==> config.mk <==
export PLATFORM = sky130hd
export DESIGN_NAME = rgb_to_framebuffer_pixel_writer_flat
export DESIGN_NICKNAME = d
export VERILOG_FILES = /design/src/rtfb_pkg.sv /design/src/rtfb_req_if.sv /design/src/rtfb_rsp_if.sv /design/src/rtfb_scale.sv /design/src/rtfb_addr.sv /design/src/rgb_to_framebuffer_pixel_writer.sv /design/src/flat_wrapper.sv
export SDC_FILE = /design/constraint.sdc
export NUM_CORES = 2
export LEC_CHECK = 0
export BUFFER_PORTS_ARGS = -buffer_cell sky130_fd_sc_hd__buf_2
export CORE_MARGIN = 10
export CORE_UTILIZATION = 43
export DETAILED_ROUTE_END_ITERATION = 8
export PLACE_DENSITY = 0.57
export SYNTH_ARGS = -nofsm -noshare
export SYNTH_HDL_FRONTEND = slang
export SYNTH_SLANG_ARGS = --single-unit
==> constraint.sdc <==
create_clock -name clock -period 8.3 [get_ports clock]
set_input_delay 0.83 -clock clock [delete_from_list [all_inputs] [get_ports clock]]
set_output_delay 0.83 -clock clock [all_outputs]
set_load 0.005 [all_outputs]
==> src/rtfb_pkg.sv <==
// shared types, constants and helpers for the framebuffer pixel writer
`default_nettype none

package rtfb_pkg;

   // configuration register indexes
   localparam logic [2:0] REG_SCREEN_EXTENT  = 3'd0;
   localparam logic [2:0] REG_LINE_BYTES     = 3'd1;
   localparam logic [2:0] REG_PIXEL_BITS     = 3'd2;
   localparam logic [2:0] REG_MEMORY_BYTES   = 3'd3;
   localparam logic [2:0] REG_RED_LAYOUT     = 3'd4;
   localparam logic [2:0] REG_GREEN_LAYOUT   = 3'd5;
   localparam logic [2:0] REG_BLUE_LAYOUT    = 3'd6;
   localparam logic [2:0] REG_ALPHA_LAYOUT   = 3'd7;

   // reset values
   localparam logic [31:0] RST_SCREEN_EXTENT  = 32'd31458560;
   localparam logic [17:0] RST_LINE_BYTES     = 18'd2560;
   localparam logic [7:0]  RST_PIXEL_BITS     = 8'd32;
   localparam logic [31:0] RST_MEMORY_BYTES   = 32'd1228800;
   localparam logic [10:0] RST_RED_LAYOUT     = 11'd1032;
   localparam logic [10:0] RST_GREEN_LAYOUT   = 11'd520;
   localparam logic [10:0] RST_BLUE_LAYOUT    = 11'd8;
   localparam logic [10:0] RST_ALPHA_LAYOUT   = 11'd0;

   // rounding bias and ceil(2^32 / 255), exact for dividends below 2^24
   localparam logic [23:0] ROUND_BIAS = 24'd127;
   localparam logic [24:0] RECIP_255  = 25'd16843010;
   localparam logic [5:0]  MAX_LEN    = 6'd16;

   // supported bytes per pixel
   localparam logic [4:0] BPP_TWO   = 5'd2;
   localparam logic [4:0] BPP_THREE = 5'd3;
   localparam logic [4:0] BPP_FOUR  = 5'd4;

   typedef struct packed {
      logic [31:0] screen_extent;
      logic [17:0] line_bytes;
      logic [7:0]  pixel_bits;
      logic [31:0] memory_bytes;
      logic [10:0] red_layout;
      logic [10:0] green_layout;
      logic [10:0] blue_layout;
      logic [10:0] alpha_layout;
   } cfg_type;

   // per-stage load enables of the pipeline
   typedef struct packed {
      logic adv1;
      logic adv2;
   } stage_adv_type;

   // all-ones value of a field, length saturated at sixteen
   function automatic logic [15:0] field_top(input logic [10:0] layout);
      logic [5:0]  len;
      logic [16:0] pow;
      len = (layout[5:0] > MAX_LEN) ? MAX_LEN : layout[5:0];
      pow = 17'd1 << len[4:0];
      return 16'(pow - 17'd1);
   endfunction

   function automatic logic [4:0] field_off(input logic [10:0] layout);
      return layout[10:6];
   endfunction

endpackage

`default_nettype wire

==> src/rtfb_req_if.sv <==
// request channel: pixel coordinate and color word
`default_nettype none

interface rtfb_req_if;
   logic               valid;
   logic               ready;
   logic signed [15:0] pos_x;
   logic signed [15:0] pos_y;
   logic [7:0]         red_in;
   logic [7:0]         green_in;
   logic [7:0]         blue_in;

   modport source (output valid, pos_x, pos_y, red_in, green_in, blue_in, input ready);
   modport sink (input valid, pos_x, pos_y, red_in, green_in, blue_in, output ready);
endinterface

`default_nettype wire

==> src/rtfb_rsp_if.sv <==
// response channel: framebuffer write command
`default_nettype none

interface rtfb_rsp_if;
   logic        valid;
   logic        ready;
   logic        write_enable;
   logic [31:0] byte_address;
   logic [31:0] pixel_word;
   logic [2:0]  byte_count;

   modport source (output valid, write_enable, byte_address, pixel_word, byte_count,
                   input ready);
   modport sink (input valid, write_enable, byte_address, pixel_word, byte_count,
                 output ready);
endinterface

`default_nettype wire

==> src/rtfb_scale.sv <==
// two-stage channel rescale: v * (2^len - 1) then rounded divide by 255
`default_nettype none

module rtfb_scale (
   input  wire logic                   clock,
   input  wire rtfb_pkg::stage_adv_type adv,
   input  wire logic [7:0]             value,
   input  wire logic [10:0]            layout,
   output logic [15:0]                 scaled
);

   logic [23:0] prod_ff;
   logic [23:0] prod_in;
   logic [15:0] scaled_ff;
   logic [15:0] scaled_in;
   logic [23:0] dividend;
   logic [48:0] recip_prod;

   // stage 1: scale up to the field range
   always_comb begin
      prod_in = 24'(value) * 24'(rtfb_pkg::field_top(layout));
   end

   // stage 2: divide by 255 through the reciprocal
   always_comb begin
      dividend   = prod_ff + rtfb_pkg::ROUND_BIAS;
      recip_prod = 49'(dividend) * 49'(rtfb_pkg::RECIP_255);
      scaled_in  = recip_prod[47:32];
   end

   always_ff @(posedge clock) begin
      if (adv.adv1) begin
         prod_ff <= prod_in;
      end
      if (adv.adv2) begin
         scaled_ff <= scaled_in;
      end
   end

   assign scaled = scaled_ff;

endmodule

`default_nettype wire

==> src/rtfb_addr.sv <==
// two-stage address path: screen checks, row and column products, sum
`default_nettype none

module rtfb_addr (
   input  wire logic                    clock,
   input  wire rtfb_pkg::stage_adv_type adv,
   input  wire rtfb_pkg::cfg_type       cfg,
   input  wire logic signed [15:0]      pos_x,
   input  wire logic signed [15:0]      pos_y,
   output logic                         pixel_ok,
   output logic [33:0]                  address,
   output logic [2:0]                   bytes
);

   logic [4:0]  bpp;
   logic        bpp_ok;
   logic        x_ok;
   logic        y_ok;

   logic        ok1_ff,    ok1_in;
   logic [32:0] row_ff,    row_in;
   logic [17:0] col_ff,    col_in;
   logic [2:0]  bytes1_ff, bytes1_in;

   logic        ok2_ff;
   logic [33:0] addr_ff,   addr_in;
   logic [2:0]  bytes2_ff;

   // stage 1: bounds and format checks, partial offsets
   always_comb begin
      bpp    = cfg.pixel_bits[7:3];
      bpp_ok = (bpp == rtfb_pkg::BPP_TWO) || (bpp == rtfb_pkg::BPP_THREE) ||
               (bpp == rtfb_pkg::BPP_FOUR);
      x_ok   = !pos_x[15] && ({1'b0, pos_x[14:0]} < cfg.screen_extent[15:0]);
      y_ok   = !pos_y[15] && ({1'b0, pos_y[14:0]} < cfg.screen_extent[31:16]);
      ok1_in    = x_ok && y_ok && bpp_ok;
      row_in    = 33'(pos_y[14:0]) * 33'(cfg.line_bytes);
      col_in    = 18'(pos_x[14:0]) * 18'(bpp[2:0]);
      bytes1_in = bpp[2:0];
   end

   // stage 2: full byte offset, no wrap
   always_comb begin
      addr_in = 34'(row_ff) + 34'(col_ff);
   end

   always_ff @(posedge clock) begin
      if (adv.adv1) begin
         ok1_ff    <= ok1_in;
         row_ff    <= row_in;
         col_ff    <= col_in;
         bytes1_ff <= bytes1_in;
      end
      if (adv.adv2) begin
         ok2_ff    <= ok1_ff;
         addr_ff   <= addr_in;
         bytes2_ff <= bytes1_ff;
      end
   end

   assign pixel_ok = ok2_ff;
   assign address  = addr_ff;
   assign bytes    = bytes2_ff;

endmodule

`default_nettype wire

==> src/rgb_to_framebuffer_pixel_writer.sv <==
// top level: config registers, pipeline control and final pack stage
`default_nettype none

// Converts an RGB888 pixel and coordinate into one packed framebuffer write.
// Accepts one word per clock while the response side does not stall, and
// returns one result word for every request through a three-stage pipeline
// (field scale multiply, reciprocal divide multiply with address sum, then
// pack, overrun check and output register). Stalls on the response side hold
// the pipeline without loss, and empty stages keep filling while it is held.
// Dropped writes come back with all fields zero. The user must write registers
// through csr_ only while no request is in flight; the block does not check.

module rgb_to_framebuffer_pixel_writer (
   input  wire logic        clock,
   input  wire logic        reset,
   input  wire logic        csr_write_enable,
   input  wire logic [2:0]  csr_index,
   input  wire logic [31:0] csr_data,
   rtfb_req_if.sink         req_chan,
   rtfb_rsp_if.source       rsp_chan
);

   rtfb_pkg::cfg_type       cfg_ff;
   rtfb_pkg::stage_adv_type adv;

   logic        v1_ff, v2_ff, v3_ff;
   logic        adv3;

   logic [15:0] red_q, green_q, blue_q;
   logic        pixel_ok;
   logic [33:0] address;
   logic [2:0]  bytes;

   logic        fits;
   logic        we_in;
   logic [31:0] pixel_in;
   logic [31:0] alpha_mask;

   logic        we_ff;
   logic [31:0] addr_ff;
   logic [31:0] pixel_ff;
   logic [2:0]  count_ff;

   // configuration registers
   always_ff @(posedge clock) begin
      if (reset) begin
         cfg_ff.screen_extent  <= rtfb_pkg::RST_SCREEN_EXTENT;
         cfg_ff.line_bytes     <= rtfb_pkg::RST_LINE_BYTES;
         cfg_ff.pixel_bits     <= rtfb_pkg::RST_PIXEL_BITS;
         cfg_ff.memory_bytes   <= rtfb_pkg::RST_MEMORY_BYTES;
         cfg_ff.red_layout     <= rtfb_pkg::RST_RED_LAYOUT;
         cfg_ff.green_layout   <= rtfb_pkg::RST_GREEN_LAYOUT;
         cfg_ff.blue_layout    <= rtfb_pkg::RST_BLUE_LAYOUT;
         cfg_ff.alpha_layout   <= rtfb_pkg::RST_ALPHA_LAYOUT;
      end else if (csr_write_enable) begin
         case (csr_index)
            rtfb_pkg::REG_SCREEN_EXTENT:  cfg_ff.screen_extent  <= csr_data;
            rtfb_pkg::REG_LINE_BYTES:     cfg_ff.line_bytes     <= csr_data[17:0];
            rtfb_pkg::REG_PIXEL_BITS:     cfg_ff.pixel_bits     <= csr_data[7:0];
            rtfb_pkg::REG_MEMORY_BYTES:   cfg_ff.memory_bytes   <= csr_data;
            rtfb_pkg::REG_RED_LAYOUT:     cfg_ff.red_layout     <= csr_data[10:0];
            rtfb_pkg::REG_GREEN_LAYOUT:   cfg_ff.green_layout   <= csr_data[10:0];
            rtfb_pkg::REG_BLUE_LAYOUT:    cfg_ff.blue_layout    <= csr_data[10:0];
            rtfb_pkg::REG_ALPHA_LAYOUT:   cfg_ff.alpha_layout   <= csr_data[10:0];
            default: ;
         endcase
      end
   end

   // stage enables: a stage loads when empty or when the next one moves
   always_comb begin
      adv3     = !v3_ff || rsp_chan.ready;
      adv.adv2 = !v2_ff || adv3;
      adv.adv1 = !v1_ff || adv.adv2;
   end

   assign req_chan.ready = adv.adv1;

   // valid bits travel with the data
   always_ff @(posedge clock) begin
      if (reset) begin
         v1_ff <= 1'b0;
         v2_ff <= 1'b0;
         v3_ff <= 1'b0;
      end else begin
         if (adv.adv1) begin
            v1_ff <= req_chan.valid;
         end
         if (adv.adv2) begin
            v2_ff <= v1_ff;
         end
         if (adv3) begin
            v3_ff <= v2_ff;
         end
      end
   end

   rtfb_scale u_red (
      .clock  (clock),
      .adv    (adv),
      .value  (req_chan.red_in),
      .layout (cfg_ff.red_layout),
      .scaled (red_q)
   );

   rtfb_scale u_green (
      .clock  (clock),
      .adv    (adv),
      .value  (req_chan.green_in),
      .layout (cfg_ff.green_layout),
      .scaled (green_q)
   );

   rtfb_scale u_blue (
      .clock  (clock),
      .adv    (adv),
      .value  (req_chan.blue_in),
      .layout (cfg_ff.blue_layout),
      .scaled (blue_q)
   );

   rtfb_addr u_addr (
      .clock    (clock),
      .adv      (adv),
      .cfg      (cfg_ff),
      .pos_x    (req_chan.pos_x),
      .pos_y    (req_chan.pos_y),
      .pixel_ok (pixel_ok),
      .address  (address),
      .bytes    (bytes)
   );

   // stage 3: place fields, add alpha, check memory overrun
   always_comb begin
      if (cfg_ff.alpha_layout[5:0] != 6'd0) begin
         alpha_mask = 32'(rtfb_pkg::field_top(cfg_ff.alpha_layout))
                      << rtfb_pkg::field_off(cfg_ff.alpha_layout);
      end else begin
         alpha_mask = 32'd0;
      end
      pixel_in = (32'(red_q) << rtfb_pkg::field_off(cfg_ff.red_layout)) |
                 (32'(green_q) << rtfb_pkg::field_off(cfg_ff.green_layout)) |
                 (32'(blue_q) << rtfb_pkg::field_off(cfg_ff.blue_layout)) |
                 alpha_mask;
      fits  = (35'(address) + 35'(bytes)) <= 35'(cfg_ff.memory_bytes);
      we_in = pixel_ok && fits;
   end

   // output register, dropped writes read all zero
   always_ff @(posedge clock) begin
      if (adv3) begin
         we_ff    <= we_in;
         addr_ff  <= we_in ? address[31:0] : 32'd0;
         pixel_ff <= we_in ? pixel_in : 32'd0;
         count_ff <= we_in ? bytes : 3'd0;
      end
   end

   assign rsp_chan.valid        = v3_ff;
   assign rsp_chan.write_enable = we_ff;
   assign rsp_chan.byte_address = addr_ff;
   assign rsp_chan.pixel_word   = pixel_ff;
   assign rsp_chan.byte_count   = count_ff;

endmodule

`default_nettype wire

==> src/flat_wrapper.sv <==
// flat-port wrapper written by rule: the top's interface ports become plain ports
module rgb_to_framebuffer_pixel_writer_flat 
  (clock, reset, csr_write_enable, csr_index, csr_data, req_chan_valid, req_chan_pos_x, req_chan_pos_y, req_chan_red_in, req_chan_green_in, req_chan_blue_in, req_chan_ready, rsp_chan_valid, rsp_chan_write_enable, rsp_chan_byte_address, rsp_chan_pixel_word, rsp_chan_byte_count, rsp_chan_ready);
  rtfb_req_if req_chan_i ();
  rtfb_rsp_if rsp_chan_i ();
  input  wire logic clock;
  input  wire logic reset;
  input  wire logic csr_write_enable;
  input  wire logic [2:0] csr_index;
  input  wire logic [31:0] csr_data;
  input wire logic [$bits(req_chan_i.valid)-1:0] req_chan_valid;
  input wire logic [$bits(req_chan_i.pos_x)-1:0] req_chan_pos_x;
  input wire logic [$bits(req_chan_i.pos_y)-1:0] req_chan_pos_y;
  input wire logic [$bits(req_chan_i.red_in)-1:0] req_chan_red_in;
  input wire logic [$bits(req_chan_i.green_in)-1:0] req_chan_green_in;
  input wire logic [$bits(req_chan_i.blue_in)-1:0] req_chan_blue_in;
  output wire logic [$bits(req_chan_i.ready)-1:0] req_chan_ready;
  output wire logic [$bits(rsp_chan_i.valid)-1:0] rsp_chan_valid;
  output wire logic [$bits(rsp_chan_i.write_enable)-1:0] rsp_chan_write_enable;
  output wire logic [$bits(rsp_chan_i.byte_address)-1:0] rsp_chan_byte_address;
  output wire logic [$bits(rsp_chan_i.pixel_word)-1:0] rsp_chan_pixel_word;
  output wire logic [$bits(rsp_chan_i.byte_count)-1:0] rsp_chan_byte_count;
  input wire logic [$bits(rsp_chan_i.ready)-1:0] rsp_chan_ready;
  assign req_chan_i.valid = req_chan_valid;
  assign req_chan_i.pos_x = req_chan_pos_x;
  assign req_chan_i.pos_y = req_chan_pos_y;
  assign req_chan_i.red_in = req_chan_red_in;
  assign req_chan_i.green_in = req_chan_green_in;
  assign req_chan_i.blue_in = req_chan_blue_in;
  assign req_chan_ready = req_chan_i.ready;
  assign rsp_chan_valid = rsp_chan_i.valid;
  assign rsp_chan_write_enable = rsp_chan_i.write_enable;
  assign rsp_chan_byte_address = rsp_chan_i.byte_address;
  assign rsp_chan_pixel_word = rsp_chan_i.pixel_word;
  assign rsp_chan_byte_count = rsp_chan_i.byte_count;
  assign rsp_chan_i.ready = rsp_chan_ready;
  rgb_to_framebuffer_pixel_writer u_core (.clock(clock), .reset(reset), .csr_write_enable(csr_write_enable), .csr_index(csr_index), .csr_data(csr_data), .req_chan(req_chan_i), .rsp_chan(rsp_chan_i));
endmodule
==> results.md <==
* Clock transition at path regs at 0.06 ns
* Hold Path Origin: req_chan_valid
* Final net count at between 7000 and 8000
* Synth Area in Compound Gates at a little over a tenth
* Mux cell area share after synthesis at ~2.5%
* Min-Delay Path Class: input pin to register
* Synth Register Bits at 415
* GR Overflow Total at 0
* Core Area at 126000 um2
* CTS tree: done
* Synth Flop Type: edfxtp_1
* RSZ-0062 raised after global routing: false
* Cell taking the most area after synthesis: ha_1
* Vias at ~42000
* Fill count at ~12000
* DRT iter0 DRCs at roughly 2900
* Post-Route Skew at around 0.031 ns
* Gr usage total at a little over a fifth
* CP Data Required Time at between 8 and 9 ns
* Pin count of the biggest net entering global routing at slightly below 80
* Max-cap violation count at 0
* Yosys cell types at roughly 90
* Num CTS Buffers at 52
* Adder-cell share of the synthesized area at 38.4%
* Top Family by Delay on Critical Path: adder cells
* Post-synth net total at between 7000 and 8000
* Average routed wire per standard cell at approximately 20 um
* CP arrival at about 8.1 ns
* Startpoint types: register
* Final Instance Area at 59000 um2
* Initial antenna violation count at 22
* Post-synth EDFFs at ~280
* PortBufs at ~170
* Post-synth ARST share at 0%
* IO Count at ~170
* Via density at about 5.4
* Actual slew at the worst max-slew pin at 1.26 ns
* Final setup vio count at 0
* Cts repair resizes at 0
* Crit-path max cell delay at a little over 0.6 ns
* Slew margin rel. at 16.0%
* Leak Pwr at between 20 and 30 nW
* Vias in the first global route at roughly 43000
* Die width at 377 um
* Worst Setup Path Type: register to register
* Final WL at approximately 150000 um
* CTS max path bufs at 3
* FP Rows at 130
* Most common cell in the netlist: ha_1
* Peak supply drop at ~0.25 mV
* Crit path max fanout at 16
* Main combinational cell family by area after synthesis: adder cells
* Status: finished, final reports clean
* Top-area cell type share of the netlist area at roughly 19%
* Initial core utilization at roughly 43%
* Min Tclk post-route at around 7.6 ns
* Setup bufs post-CTS at 0
* CTS H-tree depth at 2
* Cells after synthesis at 5985
* DRT Pass-1 Iters at 6
* Post-detail-place hpwl at ~120000 um
* Routed Antenna Nets at 0
* GPL Wtd Cong at approximately 0.94
* Placed Area at 57200 um2
* Sequence of cells on the critical path: inv_1 > nand2_1 > nor2_1 > buf_4 > nand2_1 > ha_1 > nor2_1 > a22o_1 > a22oi_1 > nor2b_1 > fa_1 > inv_1 > fa_1 > inv_1 > fa_1 > fa_1 > ha_1 > a2111oi_0 > nor3_1 > o31ai_1 > a21oi_1 > a211oi_1 > o21ai_0 > xor2_1
* Die ar. at 142000 um2
* Fmax at between 100 and 150 MHz
* Largest cells by area after synthesis: ha_1 (19%), fa_1 (19%), edfxtp_1 (15%), inv_1 (5.5%), nand2_1 (4.9%)
* Synth Area in XOR/XNOR at 4.13%
* Area grow syn2layout at 7.80%
* Pwr Density at between 300 and 400 nW/um2
* Post-route DRC at 0
* First-pass GRT wire length at roughly 240000 um
* CP Buf/Inv Count at 4
* Post-Syn Area at 54700 um2
* Most frequent CP cell: fa_1
* Critical Path Start: u_core.cfg_ff[36]
* Seq/Total Area, Yosys at a little over 20%
* Pins Over Slew Limit at 0
* Top post-synthesis cells by count: ha_1 (846), inv_1 (795), nand2_1 (721), fa_1 (522), and2_1 (335)
* Fin Setup TNS at 0 ns
* Crit path max-delay cell type: a2111oi_0
* Post-cts hold buffer count at 0
* Root buf cell: clkbuf_16
* Layout Utilization at 46.8%
* Final period util at a little over 90%
* Hold Violations, Final at 0
* Yosys warns at 0
* Mean post-synth cell area at around 9 um2
* Synth Area in Simple Gates at 17.1%
* Layout cell share with drive strength beyond 1 at under 10%
* CP Capture Type: register
* Worst-Skew Late Latency at about 0.67 ns
* Hold Slack at roughly 0.38 ns
* Worst reg2reg path startpoint: u_core.cfg_ff[36]
* Chip height at roughly 380 um
* Clk sink count at around 420
[kinds of logic (layout without fill, tap and decap cells)]
logic type	Yosys count	count (layout)
AOI/OAI and AO/OA	916	916
and+or+nand+nor	1904	1904
buffers and inverters	1006	1105
DFF	415	415
xor gates and xnor gates	258	258
adders and majority gates	1368	1368
muxes	118	118
other	0	10
[through the flow]
step                      cells  power, mW  setup slack [ns]
after floorplan            5985       14.0              1.42
after global placement     7636       17.5             0.904
after detailed placement   7636       17.6             0.509
after CTS                  7734       20.3             0.493
after global routing       7738       22.6           0.00356
final                      7744       20.1             0.654
[report_power, final]
group / leakage [nW] / internal [mW] / switching (mW) / total (mW)
Combinational: 23.7 / 6.20 / 8.17 / 14.4
Clock: 0.888 / 1.36 / 1.03 / 2.39
Sequential: 4.28 / 2.96 / 0.363 / 3.32
Total: 28.8 / 10.5 / 9.56 / 20.1
[final timing paths]
path | end | slack, ns | depth (start not counted)
worst max-delay path | u_core.u_red.prod_ff[22] | 0.65 | 24
worst min-delay path | u_core.v1_ff | 0.38 | 3
worst max register to register | u_core.u_red.prod_ff[22] | 0.65 | 24
worst min register to register | u_core.u_addr.bytes[0] | 0.42 | 0
[worst reg2reg max path, delay by kind of cell, from the launching register on]
family / cells / cell delay, ns
adders and majority gates: 6 / 2.83
AOI/OAI and AO/OA: 7 / 2.41
and+or+nand+nor: 6 / 1.09
DFF: 1 / 0.46
buffers and inverters: 4 / 0.43
xor gates and xnor gates: 1 / 0.16
[state kept, by name, indices dropped and copies added, names as in the netlist, 3 cells and up]
signal and cells:
u_core.u_addr.address 34, u_core.u_blue.prod_ff 24, u_core.rsp_chan.byte_count 3, u_core.u_addr.bytes1_ff 3
u_core.u_red.scaled 16, u_core.u_addr.bytes 3, u_core.cfg_ff 131, u_core.u_green.scaled 16
u_core.rsp_chan.byte_address 32, u_core.u_red.prod_ff 24, u_core.rsp_chan.pixel_word 32, u_core.u_blue.scaled 16
u_core.u_addr.row_ff 33, u_core.u_green.prod_ff 24, u_core.u_addr.col_ff 18
[area by class of cell]
cell class,count,area (um2),share of cell area [%]
Sequential cell,415,11100,18.9
Multi-Input combinational cell,4564,39800,67.5
Clock buffer,61,1430,2.42
Timing Repair Buffer,205,1130,1.91
Tap cell,1650,2060,3.50
Inverter,802,3010,5.11
Antenna cell,10,25.0,0.0424
Clock inverter,37,372,0.630
[per-layer routing]
metal  share of wire (%)  GRT usage [%]  up-vias
li1                    -              -    20200
met1                  45           28.8    20400
met2                  46           35.8      915
met3                 5.2           2.85      191
met4                 2.9           5.99       18
met5               0.084              0        -
[cells in the final DEF, fill, tap and decap left out, types with 169 or more instances in the layout]
cell type / synthesis / routed
nor2b_1: 205 / 205
nor2_1: 263 / 262
fa_1: 522 / 522
xnor2_1: 183 / 183
inv_1: 795 / 793
ha_1: 846 / 846
a21oi_1: 319 / 319
edfxtp_1: 281 / 281
nand2_1: 721 / 720
o21ai_0: 173 / 169
and2_1: 335 / 335
No activity file was read; power rests on OpenSTA's default activity.
